[config.mk]
export PLATFORM = sky130hd
export DESIGN_NAME = run_literal_rle_encoder_flat
export DESIGN_NICKNAME = d
export VERILOG_FILES = /design/src/rtl/rle_enc_pkg.sv /design/src/rtl/rle_enc_in_if.sv /design/src/rtl/rle_enc_out_if.sv /design/src/rtl/run_literal_rle_encoder.sv /design/src/flat_wrapper.sv
export SDC_FILE = /design/constraint.sdc
export NUM_CORES = 1
export LEC_CHECK = 0
export ABC_AREA = 1
export BUFFER_PORTS_ARGS = -buffer_cell sky130_fd_sc_hd__buf_2
export CORE_UTILIZATION = 60
export CTS_BUF_LIST = sky130_fd_sc_hd__clkbuf_4
export CTS_CLUSTER_DIAMETER = 120
export DETAILED_ROUTE_END_ITERATION = 8
export MAX_ROUTING_LAYER = met4
export PLACE_DENSITY = 0.79
export SYNTH_ARGS = -nofsm -noshare
export SYNTH_HDL_FRONTEND = slang
export SYNTH_SLANG_ARGS = --single-unit
[constraint.sdc]
create_clock -name clk -period 5.9 [get_ports clk]
set_input_delay 0.885 -clock clk [delete_from_list [all_inputs] [get_ports clk]]
set_output_delay 0.885 -clock clk [all_outputs]
set_load 0.1 [all_outputs]
[src/rtl/rle_enc_pkg.sv]
// ----------------------------------------------------------------------------
// rle_enc_pkg
// Shared constants for the run/literal byte-stream encoder.
// ----------------------------------------------------------------------------
package rle_enc_pkg;

    localparam int BYTE_W      = 8;
    localparam int LIT_MAX     = 32;    // literal group limit, 3..63
    localparam int RUN_MAX     = 127;   // run limit, 3..127
    localparam int CNT_W       = 6;     // literal count width
    localparam int RUN_W       = 7;     // run length width
    localparam int LIT_IDX_W   = $clog2(LIT_MAX);

    localparam logic [RUN_W-1:0] RUN_MIN = RUN_W'(3);

endpackage

[src/rtl/rle_enc_in_if.sv]
// ----------------------------------------------------------------------------
// rle_enc_in_if
// Raw byte channel: one byte per transfer, plus an end-of-stream flag.
// ----------------------------------------------------------------------------
interface rle_enc_in_if;
    import rle_enc_pkg::*;

    logic              valid;
    logic              ready;
    logic [BYTE_W-1:0] data_byte;
    logic              is_final;

    modport source (output valid, output data_byte, output is_final, input ready);
    modport sink   (input valid, input data_byte, input is_final, output ready);

endinterface

[src/rtl/rle_enc_out_if.sv]
// ----------------------------------------------------------------------------
// rle_enc_out_if
// Compressed byte channel with burst and stream end markers.
// ----------------------------------------------------------------------------
interface rle_enc_out_if;
    import rle_enc_pkg::*;

    logic              valid;
    logic              ready;
    logic [BYTE_W-1:0] out_byte;
    logic              burst_end;
    logic              stream_end;

    modport source (output valid, output out_byte, output burst_end, output stream_end,
                    input ready);
    modport sink   (input valid, input out_byte, input burst_end, input stream_end,
                    output ready);

endinterface

[src/rtl/run_literal_rle_encoder.sv]
// ----------------------------------------------------------------------------
// run_literal_rle_encoder
// Run/literal byte-stream compressor with a byte-serial output sequencer.
// ----------------------------------------------------------------------------
// Takes one raw byte per input transfer and emits the compressed stream one
// byte per output transfer. A run of 3 to RUN_MAX equal bytes is coded as a
// count byte followed by the repeated byte; other bytes are grouped as a
// negative count (256 - n) followed by n literal bytes, n from 1 to LIT_MAX.
// A byte with is_final set flushes everything pending and the encoder then
// starts a fresh stream. burst_end marks the last output byte caused by one
// input byte, and stream_end the last byte of a final input. An input byte
// is taken only while the sequencer is idle; the single output byte select
// then walks the run bytes, the literal count and the literal store one byte
// per cycle while the output register is free or the sink takes its byte, so
// no new input byte is taken until every output byte it causes has been sent
// to the output register. The output has its own register, so the next input
// byte is taken while the last output byte still waits for the sink. No
// clearing pass runs after reset.
// ----------------------------------------------------------------------------
module run_literal_rle_encoder (
    input  logic          clk,
    input  logic          rst_n,
    rle_enc_in_if.sink    in_ch,
    rle_enc_out_if.source out_ch
);
    import rle_enc_pkg::*;

    // sequencer states
    localparam logic [2:0] S_IDLE     = 3'd0;
    localparam logic [2:0] S_RUN_CNT  = 3'd1;
    localparam logic [2:0] S_RUN_BYTE = 3'd2;
    localparam logic [2:0] S_LIT_CNT  = 3'd3;
    localparam logic [2:0] S_LIT_DATA = 3'd4;

    localparam logic [CNT_W-1:0] LIT_FULL = CNT_W'(LIT_MAX);
    localparam logic [RUN_W-1:0] RUN_TOP  = RUN_W'(RUN_MAX);

    // encoder state
    logic              started_reg, started_next;
    logic [BYTE_W-1:0] prev_reg, prev_next;
    logic [RUN_W-1:0]  run_reg, run_next;
    logic [CNT_W-1:0]  lit_reg, lit_next;
    logic [BYTE_W-1:0] store_reg [LIT_MAX];

    // plan for the current burst
    logic              do_run_reg, do_run_next;
    logic              run_first_reg, run_first_next;
    logic [RUN_W-1:0]  rcnt_reg, rcnt_next;
    logic [BYTE_W-1:0] rbyte_reg, rbyte_next;
    logic [CNT_W-1:0]  litn_reg, litn_next;
    logic              fin_reg;

    // sequencer
    logic [2:0]        state_reg, state_next;
    logic [CNT_W-1:0]  idx_reg, idx_next;

    // output register
    logic              ovld_reg;
    logic [BYTE_W-1:0] obyte_reg;
    logic              oburst_reg;
    logic              ostream_reg;

    logic              in_acc;
    logic              emit;
    logic              wr_en;
    logic [CNT_W-1:0]  wr_idx;
    logic [BYTE_W-1:0] x;
    logic [RUN_W-1:0]  run_inc;
    logic [CNT_W-1:0]  lit_inc;

    logic [BYTE_W-1:0] emit_byte;
    logic              emit_last;
    logic              lit_last;

    assign x      = in_ch.data_byte;
    assign in_acc = in_ch.valid && in_ch.ready;
    assign emit   = (state_reg != S_IDLE) && (!ovld_reg || out_ch.ready);

    assign in_ch.ready       = (state_reg == S_IDLE);
    assign out_ch.valid      = ovld_reg;
    assign out_ch.out_byte   = obyte_reg;
    assign out_ch.burst_end  = oburst_reg;
    assign out_ch.stream_end = ostream_reg;

    assign lit_inc = lit_reg + CNT_W'(1);

    // ------------------------------------------------------------------
    // Per-byte decision: next encoder state and the burst plan.
    // A burst is at most one run pair and one literal group; run_first
    // says whether the run pair goes out ahead of the literal group.
    // ------------------------------------------------------------------
    always_comb
    begin
        started_next   = started_reg;
        prev_next      = prev_reg;
        run_next       = run_reg;
        lit_next       = lit_reg;
        do_run_next    = 1'b0;
        run_first_next = 1'b0;
        rcnt_next      = run_reg;
        rbyte_next     = prev_reg;
        litn_next      = '0;
        wr_en          = 1'b0;
        wr_idx         = lit_reg;
        run_inc        = run_reg + RUN_W'(1);

        if (!started_reg)
        begin
            // first byte of a stream opens a literal group of one
            started_next = 1'b1;
            prev_next    = x;
            run_next     = RUN_W'(1);
            wr_en        = 1'b1;
            wr_idx       = '0;
            lit_next     = CNT_W'(1);
        end
        else if (x == prev_reg)
        begin
            if (run_inc < RUN_MIN)
            begin
                wr_en = 1'b1;
                if (lit_inc == LIT_FULL)
                begin
                    // full store flushes and restarts the run count
                    litn_next = LIT_FULL;
                    lit_next  = '0;
                    run_inc   = '0;
                end
                else
                begin
                    lit_next = lit_inc;
                end
            end
            else if (run_inc == RUN_MIN)
            begin
                // literals ahead of the two earlier run bytes go out now
                if (lit_reg > CNT_W'(2))
                    litn_next = lit_reg - CNT_W'(2);
                lit_next = '0;
            end
            if (run_inc >= RUN_TOP)
            begin
                do_run_next = 1'b1;
                rcnt_next   = run_inc;
                rbyte_next  = prev_reg;
                run_inc     = '0;
            end
            run_next = run_inc;
        end
        else
        begin
            if (run_reg > RUN_W'(2))
            begin
                do_run_next    = 1'b1;
                run_first_next = 1'b1;
                rcnt_next      = run_reg;
                rbyte_next     = prev_reg;
            end
            wr_en = 1'b1;
            if (lit_inc == LIT_FULL)
            begin
                litn_next = LIT_FULL;
                lit_next  = '0;
                run_next  = '0;
            end
            else
            begin
                lit_next = lit_inc;
                run_next = RUN_W'(1);
            end
            prev_next = x;
        end

        if (in_ch.is_final)
        begin
            if (run_next > RUN_W'(2))
            begin
                do_run_next    = 1'b1;
                run_first_next = 1'b0;
                rcnt_next      = run_next;
                rbyte_next     = prev_next;
            end
            else if (lit_next != '0)
            begin
                litn_next = lit_next;
            end
            started_next = 1'b0;
            prev_next    = '0;
            run_next     = '0;
            lit_next     = '0;
        end
    end

    // ------------------------------------------------------------------
    // Output byte select and sequencing
    // ------------------------------------------------------------------
    assign lit_last = (idx_reg == litn_reg - CNT_W'(1));

    always_comb
    begin
        emit_byte  = rbyte_reg;
        emit_last  = 1'b0;
        state_next = state_reg;
        idx_next   = idx_reg;

        unique case (state_reg)
            S_IDLE:
            begin
                if (in_acc)
                begin
                    idx_next = '0;
                    if (do_run_next && run_first_next)
                        state_next = S_RUN_CNT;
                    else if (litn_next != '0)
                        state_next = S_LIT_CNT;
                    else if (do_run_next)
                        state_next = S_RUN_CNT;
                end
            end
            S_RUN_CNT:
            begin
                emit_byte = {1'b0, rcnt_reg};
                if (emit)
                    state_next = S_RUN_BYTE;
            end
            S_RUN_BYTE:
            begin
                emit_byte = rbyte_reg;
                emit_last = !(run_first_reg && (litn_reg != '0));
                if (emit)
                    state_next = emit_last ? S_IDLE : S_LIT_CNT;
            end
            S_LIT_CNT:
            begin
                // two's complement negative group length
                emit_byte = ~{{(BYTE_W-CNT_W){1'b0}}, litn_reg} + BYTE_W'(1);
                if (emit)
                begin
                    state_next = S_LIT_DATA;
                    idx_next   = '0;
                end
            end
            S_LIT_DATA:
            begin
                emit_byte = store_reg[idx_reg[LIT_IDX_W-1:0]];
                emit_last = lit_last && !(do_run_reg && !run_first_reg);
                if (emit)
                begin
                    idx_next = idx_reg + CNT_W'(1);
                    if (lit_last)
                        state_next = emit_last ? S_IDLE : S_RUN_CNT;
                end
            end
            default:
            begin
                state_next = S_IDLE;
            end
        endcase
    end

    // ------------------------------------------------------------------
    // Registers
    // ------------------------------------------------------------------
    always_ff @(posedge clk or negedge rst_n)
    begin
        if (!rst_n)
        begin
            state_reg     <= S_IDLE;
            started_reg   <= 1'b0;
            prev_reg      <= '0;
            run_reg       <= '0;
            lit_reg       <= '0;
            do_run_reg    <= 1'b0;
            run_first_reg <= 1'b0;
            ovld_reg      <= 1'b0;
        end
        else
        begin
            state_reg <= state_next;
            if (in_acc)
            begin
                started_reg   <= started_next;
                prev_reg      <= prev_next;
                run_reg       <= run_next;
                lit_reg       <= lit_next;
                do_run_reg    <= do_run_next;
                run_first_reg <= run_first_next;
            end
            if (emit)
                ovld_reg <= 1'b1;
            else if (out_ch.ready)
                ovld_reg <= 1'b0;
        end
    end

    always_ff @(posedge clk)
    begin
        idx_reg <= idx_next;
        if (in_acc)
        begin
            rcnt_reg  <= rcnt_next;
            rbyte_reg <= rbyte_next;
            litn_reg  <= litn_next;
            fin_reg   <= in_ch.is_final;
            if (wr_en)
                store_reg[wr_idx[LIT_IDX_W-1:0]] <= x;
        end
        if (emit)
        begin
            obyte_reg   <= emit_byte;
            oburst_reg  <= emit_last;
            ostream_reg <= emit_last && fin_reg;
        end
    end

endmodule
[src/flat_wrapper.sv]
// flat-port wrapper written by rule: the top's interface ports become plain ports
module run_literal_rle_encoder_flat import rle_enc_pkg::*;
  (clk, rst_n, in_ch_valid, in_ch_data_byte, in_ch_is_final, in_ch_ready, out_ch_valid, out_ch_out_byte, out_ch_burst_end, out_ch_stream_end, out_ch_ready);
  rle_enc_in_if in_ch_i ();
  rle_enc_out_if out_ch_i ();
  input  logic clk;
  input  logic rst_n;
  input wire logic [$bits(in_ch_i.valid)-1:0] in_ch_valid;
  input wire logic [$bits(in_ch_i.data_byte)-1:0] in_ch_data_byte;
  input wire logic [$bits(in_ch_i.is_final)-1:0] in_ch_is_final;
  output wire logic [$bits(in_ch_i.ready)-1:0] in_ch_ready;
  output wire logic [$bits(out_ch_i.valid)-1:0] out_ch_valid;
  output wire logic [$bits(out_ch_i.out_byte)-1:0] out_ch_out_byte;
  output wire logic [$bits(out_ch_i.burst_end)-1:0] out_ch_burst_end;
  output wire logic [$bits(out_ch_i.stream_end)-1:0] out_ch_stream_end;
  input wire logic [$bits(out_ch_i.ready)-1:0] out_ch_ready;
  assign in_ch_i.valid = in_ch_valid;
  assign in_ch_i.data_byte = in_ch_data_byte;
  assign in_ch_i.is_final = in_ch_is_final;
  assign in_ch_ready = in_ch_i.ready;
  assign out_ch_valid = out_ch_i.valid;
  assign out_ch_out_byte = out_ch_i.out_byte;
  assign out_ch_burst_end = out_ch_i.burst_end;
  assign out_ch_stream_end = out_ch_i.stream_end;
  assign out_ch_i.ready = out_ch_ready;
  run_literal_rle_encoder u_core (.clk(clk), .rst_n(rst_n), .in_ch(in_ch_i), .out_ch(out_ch_i));
endmodule
== Yosys cells after proc, flatten, opt, wreduce, memory -nomap -nowiden ==
Memory sizes are Yosys's and may differ from the RTL's. A register that Yosys moved wholly into a read port is not among the register bits.
Index checks and enable logic that the tools add are counted.
Operators by class
  add/subtract/negate cells: 6
  multipliers: 0
  divide/modulo/power cells: 0
  order comparisons: 5
  equality and inequality tests: 15
  shift-type cells: 0
  multiplexer cells: 73
  bitwise logic cells: 1
  reductions and logical operators: 21
Operators by type and width (number)
  6-bit 2-to-1 mux: 18
  7-bit 2-to-1 mux: 13
  8-bit 2-to-1 mux: 5
  3-bit 2-to-1 mux: 9
  8-bit case mux with 3 select lines: 1
  1-bit 2-to-1 mux: 21
  6-bit case mux with 3 select lines: 1
  6-bit nonzero test: 3
  3-bit case mux with 5 select lines: 1
  7-bit by 2-bit > comparator with 1-bit output (second input constant): 2
  6-bit by 1-bit adder with 6-bit output (second input constant): 2
  5-bit 2-to-1 mux: 2
  2-bit by 1-bit inequality test with 1-bit output (second input constant): 5
  8-bit by 1-bit adder with 8-bit output (second input constant): 1
  8-bit equality test: 1
  6-bit inverter with 8-bit output: 1
  7-bit by 1-bit adder with 7-bit output (second input constant): 1
  7-bit by 2-bit equality test with 1-bit output (second input constant): 1
  7-bit greater-or-equal comparator (second input constant): 1
  1-bit logical AND: 7
  7-bit by 2-bit < comparator with 1-bit output (second input constant): 1
  7-bit AND reduction: 1
  3-bit by 2-bit equality test with 1-bit output (second input constant): 2
  6-bit equality test: 1
  16 further kinds: 20
Word-level totals
  register bits after elaboration: 66
  bits in latches: 0
  RAM bits: 256
  memory bits (read-only): 0
  bits of input ports: 13
  output and inout bits: 12
  word-level logic and storage cells: 138
  memories kept: 1
Memories
  u_core.store_reg: words 32, bits a word 8, rd ports 1, clocked after Yosys merged registers in 1, wr ports 1, line run_literal_rle_encoder.sv:43  | logic [BYTE_W-1:0] store_reg [LIT_MAX];

== Longest topological paths before layout ==
Gate-level depths: netlist of run 1.
  word-level depth: 18
  gate-level depth with buffers: 23
  depth with buffers taken out: 23

== Worst setup path before layout of run 1 ==
Ideal clock, no wire load.
  kind: reg-to-reg
  start point: reg u_core.state_reg[1]
  end point: mem u_core.store_reg[22][0], enable pin
  setup time: 395 ps
  arrival: 3630 ps
  data required time: 5505 ps
  setup slack: 1875 ps
  stages on the path, launching flop included: 8
  buffers on the path: 0
  clock period less this slack: 4025 ps
  cell sequence: dfrtp_1 nor2_1 inv_1 nor2_1 nand2_1 nor2_2 nand3_1 nor4_1
On the way
  word-level cells in the longest chain between the ends: 4
Ends and longest elaborated chain
  start, declared: line run_literal_rle_encoder.sv:54  | logic [2:0] state_reg, state_next;
  start signal, assigned: line run_literal_rle_encoder.sv:279  | state_reg <= state_next;
  3-bit logical NOT: line run_literal_rle_encoder.sv:79  | assign in_ch.ready = (state_reg == S_IDLE);
  named net in_ch_ready: line flat_wrapper.sv:11  | output wire logic [$bits(in_ch_i.ready)-1:0] in_ch_ready;
  1-bit logical AND: line run_literal_rle_encoder.sv:76  | assign in_acc = in_ch.valid && in_ch.ready;
  1-bit 2-to-1 mux: line run_literal_rle_encoder.sv:299  | if (in_acc)
  1-bit 2-to-1 mux (not written as such): line run_literal_rle_encoder.sv:306  | store_reg[wr_idx[LIT_IDX_W-1:0]] <= x;
  end, declared: line run_literal_rle_encoder.sv:43
The timed path passes the listed nets, and every way through them passes these cells.

== Worst setup path in the final report of run 1 ==
  start point: reg u_core.run_reg[1]
  end point: mem u_core.store_reg[14][7], enable pin
On the way
  word-level cells in the longest chain between the ends: 8
Ends and longest elaborated chain
  start, declared: line run_literal_rle_encoder.sv:41  | logic [RUN_W-1:0] run_reg, run_next;
  start signal, assigned: line run_literal_rle_encoder.sv:284  | run_reg <= run_next;
  7-bit by 1-bit adder with 7-bit output: line run_literal_rle_encoder.sv:105  | run_inc = run_reg + RUN_W'(1);
  7-bit by 2-bit < comparator with 1-bit output: line run_literal_rle_encoder.sv:119  | if (run_inc < RUN_MIN)
  1-bit 2-to-1 mux: line run_literal_rle_encoder.sv:119
  1-bit 2-to-1 mux: line run_literal_rle_encoder.sv:117  | else if (x == prev_reg)
  1-bit 2-to-1 mux: line run_literal_rle_encoder.sv:107  | if (!started_reg)
  1-bit 2-to-1 mux: line run_literal_rle_encoder.sv:305  | if (wr_en)
  1-bit 2-to-1 mux: line run_literal_rle_encoder.sv:299
  1-bit 2-to-1 mux (not written as such): line run_literal_rle_encoder.sv:306
No other way between the ends.

==> impl_metrics.json, run 1 <==
{
  "status": "finished, final reports clean",
  "numClockSinks": 327,
  "wl_um": 36740,
  "synth_seq_cells": 327,
  "multi_input_area_mm2": 0.004081,
  "synth_top_area_share": 0.6176,
  "die_area_mm2": 0.02445,
  "die-height_um": 156.4,
  "pin_count": 25,
  "synth.avg_cell_area_um2": 11.00,
  "port_buffers": 24,
  "globalplace.congestion": 0.9124,
  "slew_viol_final": 0,
  "die_w_um": 156.4,
  "grt_start_max_net_pins": 79,
  "rsz0062_at_grt": "false",
  "h-tree-depth": 3,
  "layout-drive-gt1-share": 0.1410,
  "wl_per_cell_um": 21.23,
  "grt_overflow_total": 0,
  "required_ps": 6180,
  "leakage_nw": 5.725,
  "synth_common_cells": "294 x edfxtp_1, 225 x nor2_1, 173 x o21ai_0",
  "tns_ps": 0,
  "finalSetupViolCount": 0,
  "synthToLayoutAreaGrowth_pct": 9.865,
  "netlist_instances": 1299,
  "period_needed_ps": 4010,
  "cts.repair.resized": 0,
  "crit_arrival_ps": 4290,
  "drcViolationCount": 0,
  "fillCellCount": 1706,
  "final_hold_viol_count": 0,
  "fin_hold_ws_ps": 234.0,
  "critPathSlowestCell": "nor3_1",
  "power.total_mw": 7.207,
  "synth_cell_types": 45,
  "grt_antenna_before_repair": 1,
  "cts_buffers": 83,
  "core_area_mm2": 0.02340,
  "tightest_slew_ps": 1256,
  "vias": 10710,
  "grt_pass1_wl_um": 56410,
  "worst_setup_path_start_kind": "register",
  "r2r-start": "u_core.run_reg[1]$_DFFE_PN0P_",
  "postRouteAntennaNets": 0,
  "maxCapViolCount": 0,
  "worstPathCellList": "ha_1 -> inv_1 -> nand2_1 -> nand2_1 -> nand3_1 -> nor2_1 -> nand3_1 -> nand2_4 -> nor2_1 -> nor2_2 -> nand3_1 -> nor3_1",
  "critPathLaunch": "u_core.run_reg[1]$_DFFE_PN0P_",
  "async_flop_share": 0.08563,
  "grt_pass1_vias": 10330,
  "dpl.hpwl_um": 22400,
  "synth_ff_type": "edfxtp_1",
  "ys.warnings.count": 0,
  "cts_hold_buf": 0,
  "endpoint_kind": "register",
  "cts_tree": "done",
  "start_util": 0.6108,
  "slew_headroom": 0.1561,
  "track_usage": 0.3186,
  "crit_top_cell": "nand3_1",
  "firstDrtPassIters": 8,
  "seq_area_mm2": 0.009634,
  "netlist_area_mm2": 0.01429,
  "skew_ps": 44.77,
  "nets": 1373,
  "synth_nets": 1320,
  "clk_path_buf_depth": 3,
  "synth_top_area_cell": "edfxtp_1",
  "synth-edff-count": 294,
  "cts_setup_buffers": 0,
  "critPathMaxFanout": 10,
  "min_period_over_period": 0.6796,
  "synth_most_common_cell": "edfxtp_1",
  "rows": 56,
  "ctsRootBufferMaster": "clkbuf_4",
  "path_clk_slew_ps": 70,
  "vias_per_cell": 6.184,
  "holdCritPathClass": "input port to async pin",
  "ys_seq_area_frac": 0.6736,
  "largest_reg_flops": 256,
  "cp_slowest_stage_delay_ps": 1100,
  "clock_latency_ps": 710,
  "vdd_drop_max_uv": 348.7,
  "drt-initial-drc-count": 1553,
  "clock.fmax_ghz": 0.2494,
  "synthTopCellsByArea": "edfxtp_1 62%, o21ai_0 6.1%, nor2_1 5.9%",
  "critPathKind": "register to register",
  "power.density_mw_per_mm2": 458.9
}
==> cells in the final DEF, fill, tap and decap left out, types with 8 or more instances in the layout <==
| cell | n |
|---|---|
| a21oi_1 | 11 |
| buf_2 | 24 |
| buf_4 | 11 |
| clkbuf_4 | 119 |
| clkinv_1 | 23 |
| dfrtp_1 | 28 |
| edfxtp_1 | 294 |
| ha_1 | 8 |
| inv_1 | 84 |
| nand2_1 | 143 |
| nand2_2 | 8 |
| nand3_1 | 57 |
| nand4_1 | 15 |
| nor2_1 | 225 |
| nor3_1 | 9 |
| o21ai_0 | 173 |
| o21ai_1 | 9 |
| o221ai_1 | 26 |
| o22ai_1 | 66 |
==> routing by layer <==
layer  share of wire  wire length [µm]  vias up  GRT usage
li1                -                 -     4834          -
met1            0.39             14280     5106     0.4115
met2            0.47             17090      647     0.4792
met3            0.10              3747      118    0.06896
met4           0.044              1620        0     0.1611
met5               0                 0        -          -
==> layout make-up <==
class                      instances  area share
sequential                       327      0.6134
multi-input combinational        810      0.2599
clock buffer                     119     0.05688
tap                              319     0.02541
inverter                          95     0.02279
timing repair buffer              35     0.01291
clock inverter                    25    0.008524
antenna                            1   0.0001593
==> path summary, 6_finish.rpt <==
| check | endpoint | slack [ps] | depth (start not counted) |
|---|---|---|---|
| min | u_core.prev_reg[1]$_DFFE_PN0P_ | 230 | 1 |
| min reg2reg | u_core.rbyte_reg[6]$_DFFE_PP_ | 470 | 0 |
| max reg2reg | u_core.store_reg[14][7]$_DFFE_PP_ | 1890 | 12 |
| min in group clk | u_core.out_ch.valid$_DFFE_PN0P_ | 420 | 2 |
| max | u_core.store_reg[14][7]$_DFFE_PP_ | 1890 | 12 |
| max in group asynchronous | u_core.run_reg[6]$_DFFE_PN0P_ | 5220 | 1 |
==> power breakdown <==
group	switching (mW)	internal, mW	total, mW	leakage [nW]
registers	0.192	2.78	2.97	3.08
logic	1.77	0.594	2.37	2.03
clock network	0.895	0.971	1.87	0.607
==> logic make-up (layout without fill, tap and decap cells) <==
group	Yosys count	in the layout	synth area share
flip-flops	327	327	0.6736
adder cells (fa/ha/maj)	8	8	0.007002
buffers and inverters	162	274	0.04263
AND/OR/NAND/NOR	479	479	0.1420
XOR/XNOR	10	10	0.006127
other	0	1	0
AO/OA/AOI/OAI	310	310	0.1263
multiplexers	3	3	0.002363
==> worst max-delay path, delay by kind of cell, from the launching register on <==
| kind | cells | cell delay, ps |
|---|---|---|
| DFF | 1 | 460 |
| buffers and inverters | 1 | 60 |
| adders and majority gates | 1 | 260 |
| and+or+nand+nor | 10 | 2810 |
==> through the flow <==
| step | cell area, µm² | instances | setup WS (ps) | utilization |
|---|---|---|---|---|
| detailed placement | 14680 | 1586 | 1674 | 0.6271 |
| finish | 15710 | 1731 | 1890 | 0.6711 |
| global route | 15710 | 1731 | 1567 | 0.6711 |
| global placement | 14680 | 1586 | 1876 | 0.6271 |
| CTS | 15700 | 1730 | 1927 | 0.6710 |
| floorplan | 14300 | 1299 | 1875 | - |
(Power assumes the default switching activity.)
==> run 2, diff against run 1 <==
Settings changed: CORE_UTILIZATION 60 to 59, PLACE_DENSITY 0.79 to 0.81.
Clock period 5.9 ns to 3.55 ns, I/O delays scaled along.
==> impl_metrics.json, run 2 (synthesis gave the netlist of run 1 again) <==
{
  "status": "finished, final reports clean",
  "vias_per_cell": 6.068,
  "pin_count": 25,
  "vias": 10780,
  "clk_path_buf_depth": 3,
  "slew_headroom": 0.2113,
  "port_buffers": 24,
  "min_period_over_period": 0.9095,
  "crit_arrival_ps": 3610,
  "tightest_slew_ps": 1183,
  "largest_reg_flops": 256,
  "vdd_drop_max_uv": 563.9,
  "cts_tree": "done",
  "synthToLayoutAreaGrowth_pct": 12.84,
  "slew_viol_final": 0,
  "core_area_mm2": 0.02361,
  "layout-drive-gt1-share": 0.1736,
  "fillCellCount": 1684,
  "endpoint_kind": "register",
  "maxCapViolCount": 0,
  "die-height_um": 157.7,
  "comb_power_share": 0.335,
  "grt_pass1_wl_um": 55290,
  "dpl_cell_area_mm2": 0.01506,
  "grt_start_max_net_pins": 129,
  "p_int_mw": 7.415,
  "final_common_cell": "edfxtp_1",
  "nets": 1419,
  "netSwitchingFraction": 0.3893,
  "finalSetupViolCount": 0,
  "cts_buffers": 80,
  "numClockSinks": 327,
  "period_needed_ps": 3229,
  "clock.fmax_ghz": 0.3097,
  "pwr-share-clk": 0.262,
  "grt_antenna_before_repair": 1,
  "die_area_mm2": 0.02486,
  "holdCritPathClass": "input port to register",
  "rows": 56,
  "rsz0062_at_grt": "false",
  "grt_pass1_vias": 10200,
  "critPathKind": "register to register",
  "postRouteAntennaNets": 0,
  "drt-initial-drc-count": 1384,
  "start_util": 0.6054,
  "h-tree-depth": 3,
  "wl_um": 36150,
  "firstDrtPassIters": 7,
  "seq_power_share": 0.403,
  "cts.repair.resized": 0,
  "fin_area_mm2": 0.01613,
  "final_hold_viol_count": 0,
  "worst_setup_path_start_kind": "register",
  "skew_ps": 64.24,
  "dpl.hpwl_um": 22990,
  "wl_per_cell_um": 20.34,
  "globalplace.congestion": 0.9477,
  "grt_overflow_total": 0,
  "required_ps": 3930,
  "final_cell_mix": "294 x edfxtp_1, 224 x nor2_1, 173 x o21ai_0",
  "drcViolationCount": 0,
  "clock_latency_ps": 710,
  "switching_power_mw": 4.727,
  "tns_ps": 0,
  "power.density_mw_per_mm2": 752.7,
  "cts_setup_buffers": 0,
  "track_usage": 0.3084,
  "die_w_um": 157.7,
  "leakage_nw": 6.015,
  "path_clk_slew_ps": 70,
  "critPathMaxFanout": 10,
  "ctsRootBufferMaster": "clkbuf_4"
}
## run 2: final timing paths
path                            slack (ps)                           start  cells after the start                               end
worst max-delay path                   320   u_core.run_reg[1]$_DFFE_PN0P_                     13  u_core.store_reg[6][7]$_DFFE_PP_
worst min-delay path                   110                  in_ch_is_final                      1          u_core.fin_reg$_DFFE_PP_
worst max register to register         320   u_core.run_reg[1]$_DFFE_PN0P_                     13  u_core.store_reg[6][7]$_DFFE_PP_
worst min register to register         490  u_core.prev_reg[2]$_DFFE_PN0P_                      0     u_core.rbyte_reg[2]$_DFFE_PP_
max in group asynchronous             2650                           rst_n                      2     u_core.lit_reg[4]$_DFFE_PN0P_
min in group asynchronous              430                           rst_n                      2   u_core.out_ch.valid$_DFFE_PN0P_
## run 2: routing by layer
| metal | wire, µm | vias up | global-route usage |
|---|---|---|---|
| met3 | 3729 | 111 | 0.05886 |
| met5 | 0 | - | - |
| met1 | 13930 | 5057 | 0.3978 |
| li1 | - | 4928 | - |
| met2 | 16920 | 687 | 0.4619 |
| met4 | 1579 | 0 | 0.1738 |
## run 2: worst max-delay path: stages, from the launching register on
cell     delay [ps]
dfrtp_1         450
ha_1            250
nand3_1         110
nor2_1          110
nand2_1          70
nand2_2         180
nand3_1         250
nand2_4         190
nor2_1           90
nor2_2          320
nand3_1         160
buf_4           190
nor4_1          300
buf_4           250
## run 2: area by class of cell
type / instances / area (µm²) / area share
repair buffers: 84 / 600.6 / 0.03723
inverters: 95 / 357.8 / 0.02218
diodes: 1 / 2.502 / 0.0001551
multi-input cells: 810 / 4084 / 0.2532
flip-flops and latches: 327 / 9634 / 0.5973
clock buffers: 123 / 923.4 / 0.05724
clock inverters: 18 / 128.9 / 0.007989
well taps: 319 / 399.1 / 0.02474
## run 2: power groups by stage
stage	sequential (mW)	clock, mW	combinational [mW]
after floorplan	5.31	0	2.39
after global placement	4.96	0	3.89
after detailed placement	4.97	0	3.96
after CTS	4.89	3.22	4.00
after global routing	4.92	3.41	4.38
final	4.89	3.18	4.06
## run 2: metrics by stage
step                      total power, mW  hold WS, ps  utilization  std cells  setup WS, ps
after global routing                12.71        83.41       0.6831       1777         45.39
after floorplan                     7.702        236.9            -       1299         109.6
final                               12.14        114.9       0.6831       1777         321.3
after global placement              8.843        453.9       0.6376       1633         434.0
after detailed placement            8.925        465.8       0.6376       1633         379.5
after CTS                           12.11        59.77       0.6830       1776         328.8
## run 2: what timing repair did
item	4_1_cts	5_1_grt
hold buffers	2	0
endpoints found under the hold margin	29	0
setup endpoints to repair	0	0
==> run 3, diff against run 2 <==
Settings changed: CORE_MARGIN set to 8, CORE_UTILIZATION 59 to 60, PLACE_DENSITY 0.81 to 0.79.
Clock period 3.55 ns to 3.92 ns, I/O delays scaled along.
==> impl_metrics.json, run 3 (synthesis gave the netlist of run 1 again) <==
{
  "grt_busiest_layer": "met2",
  "place_ws_ps": 717.4,
  "final_cells": 1762,
  "die_area_mm2": 0.02902,
  "clock_latency_ps": 720,
  "firstDrtPassIters": 6,
  "postRouteAntennaNets": 0,
  "vias": 10740,
  "track_usage": 0.2664,
  "seq_power_share": 0.413,
  "numClockSinks": 327,
  "start_util": 0.6108,
  "fin_ws_ps": 597.2,
  "wl_per_cell_um": 21.17,
  "die_w_um": 170.4,
  "port_buffers": 24,
  "cts.repair.resized": 0,
  "crit_arrival_ps": 3640,
  "cts_setup_buffers": 0,
  "pin_count": 25,
  "grt_pass1_vias": 10270,
  "tns_ps": 0,
  "critPathSlowestCell": "nor2_1",
  "die-height_um": 170.4,
  "use_met3": 0.06256,
  "cts_buffers": 83,
  "min_period_over_period": 0.8476,
  "vdd_drop_max_uv": 551.5,
  "wl_um": 37300,
  "grt_overflow_total": 0,
  "status": "finished, final reports clean",
  "leakage_nw": 5.854,
  "use_met2": 0.4028,
  "critPathMaxFanout": 10,
  "worstPathCellList": "ha_1 -> inv_1 -> nand2_1 -> nand2_1 -> nand3_1 -> nor2_1 -> nand3_1 -> nand2_4 -> nor2_1 -> nor2_2 -> buf_4 -> nand4_1 -> nor2_1",
  "slew_headroom": 0.4249,
  "crit_top_cell": "nor2_1",
  "finalSetupViolCount": 0,
  "cp_slowest_stage_delay_ps": 570,
  "fillCellCount": 1763,
  "cts_hold_buf": 1,
  "netSwitchingFraction": 0.3996,
  "p_int_mw": 6.498,
  "grt_pass1_wl_um": 56860,
  "grt_antenna_before_repair": 1,
  "globalplace.congestion": 0.9381,
  "drt-initial-drc-count": 1454,
  "tightest_slew_ps": 856.0,
  "fin_hold_ws_ps": 79.04,
  "multi_input_area_mm2": 0.004084,
  "h-tree-depth": 3,
  "clk_path_buf_depth": 3,
  "layout-drive-gt1-share": 0.1540,
  "slew_viol_final": 0,
  "cts_tree": "done",
  "place_inst": 1613,
  "drcViolationCount": 0,
  "largest_reg_flops": 256,
  "nets": 1401,
  "switching_power_mw": 4.324,
  "required_ps": 4240,
  "skew_ps": 45.86,
  "vias_per_cell": 6.098,
  "maxCapViolCount": 0,
  "synthToLayoutAreaGrowth_pct": 11.25,
  "rsz0062_at_grt": "false",
  "final_common_cell": "edfxtp_1",
  "grt_util_met1": 0.3399,
  "final_hold_viol_count": 0,
  "pwr-share-clk": 0.255,
  "endpoint_kind": "register",
  "grt_start_max_net_pins": 81,
  "comb_power_share": 0.332,
  "seq_area_mm2": 0.009634,
  "ctsRootBufferMaster": "clkbuf_4",
  "rows": 56,
  "power.density_mw_per_mm2": 680.5,
  "critPathKind": "register to register",
  "clock.fmax_ghz": 0.3010,
  "worst_setup_path_start_kind": "register",
  "dpl.hpwl_um": 24130,
  "path_clk_slew_ps": 70,
  "holdCritPathClass": "input port to register",
  "period_needed_ps": 3323,
  "core_area_mm2": 0.02340,
  "final_cell_mix": "294 x edfxtp_1, 224 x nor2_1, 173 x o21ai_0"
}
run 3: critical path, delay by kind of cell (launching register included):
family	cells	cell delay, ps
and+or+nand+nor	10	1980
DFF	1	440
buffers and inverters	2	280
adders and majority gates	1	240
run 3: power groups by stage:
stage / registers (mW) / clock network (mW) / logic, mW
after floorplan: 4.81 / 0 / 2.17
after global placement: 4.52 / 0 / 3.43
after detailed placement: 4.53 / 0 / 3.51
after CTS: 4.46 / 2.78 / 3.52
after global routing: 4.50 / 2.96 / 3.88
final: 4.47 / 2.76 / 3.59
run 3: path summary, 6_finish.rpt:
| kind | start | to | slack, ps | cells past startpoint |
|---|---|---|---|---|
| max | u_core.run_reg[1]$_DFFE_PN0P_ | u_core.store_reg[25][5]$_DFFE_PP_ | 600 | 13 |
| min | out_ch_ready | u_core.out_ch.valid$_DFFE_PN0P_ | 80 | 2 |
| max reg2reg | u_core.run_reg[1]$_DFFE_PN0P_ | u_core.store_reg[25][5]$_DFFE_PP_ | 600 | 13 |
| min reg2reg | u_core.prev_reg[4]$_DFFE_PN0P_ | u_core.rbyte_reg[4]$_DFFE_PP_ | 460 | 0 |
| max in group asynchronous | rst_n | u_core.prev_reg[4]$_DFFE_PN0P_ | 2960 | 2 |
| min in group asynchronous | rst_n | u_core.out_ch.valid$_DFFE_PN0P_ | 460 | 2 |
run 3: area by class of cell:
| class | count | area share |
|---|---|---|
| Timing Repair Buffer | 63 | 0.02612 |
| Inverter | 95 | 0.02250 |
| Sequential cell | 327 | 0.6058 |
| Clock inverter | 37 | 0.01157 |
| Antenna cell | 1 | 0.0001574 |
| Tap cell | 319 | 0.02510 |
| Clock buffer | 110 | 0.05193 |
| Multi-Input combinational cell | 810 | 0.2568 |
run 3: routing by layer:
metal / wire length [µm] / vias to the layer above / share of wire
met3: 4150 / 102 / 0.11
met5: 0 / - / 0
met4: 1251 / 0 / 0.034
li1: - / 4886 / -
met1: 14310 / 5093 / 0.38
met2: 17590 / 663 / 0.47
run 3: metrics by stage:
| step | power, mW | util | instance area, µm² |
|---|---|---|---|
| after CTS | 10.76 | 0.6794 | 15900 |
| after floorplan | 6.975 | - | 14300 |
| after global routing | 11.33 | 0.6795 | 15900 |
| final | 10.82 | 0.6795 | 15900 |
| after detailed placement | 8.039 | 0.6359 | 14880 |
| after global placement | 7.956 | 0.6359 | 14880 |
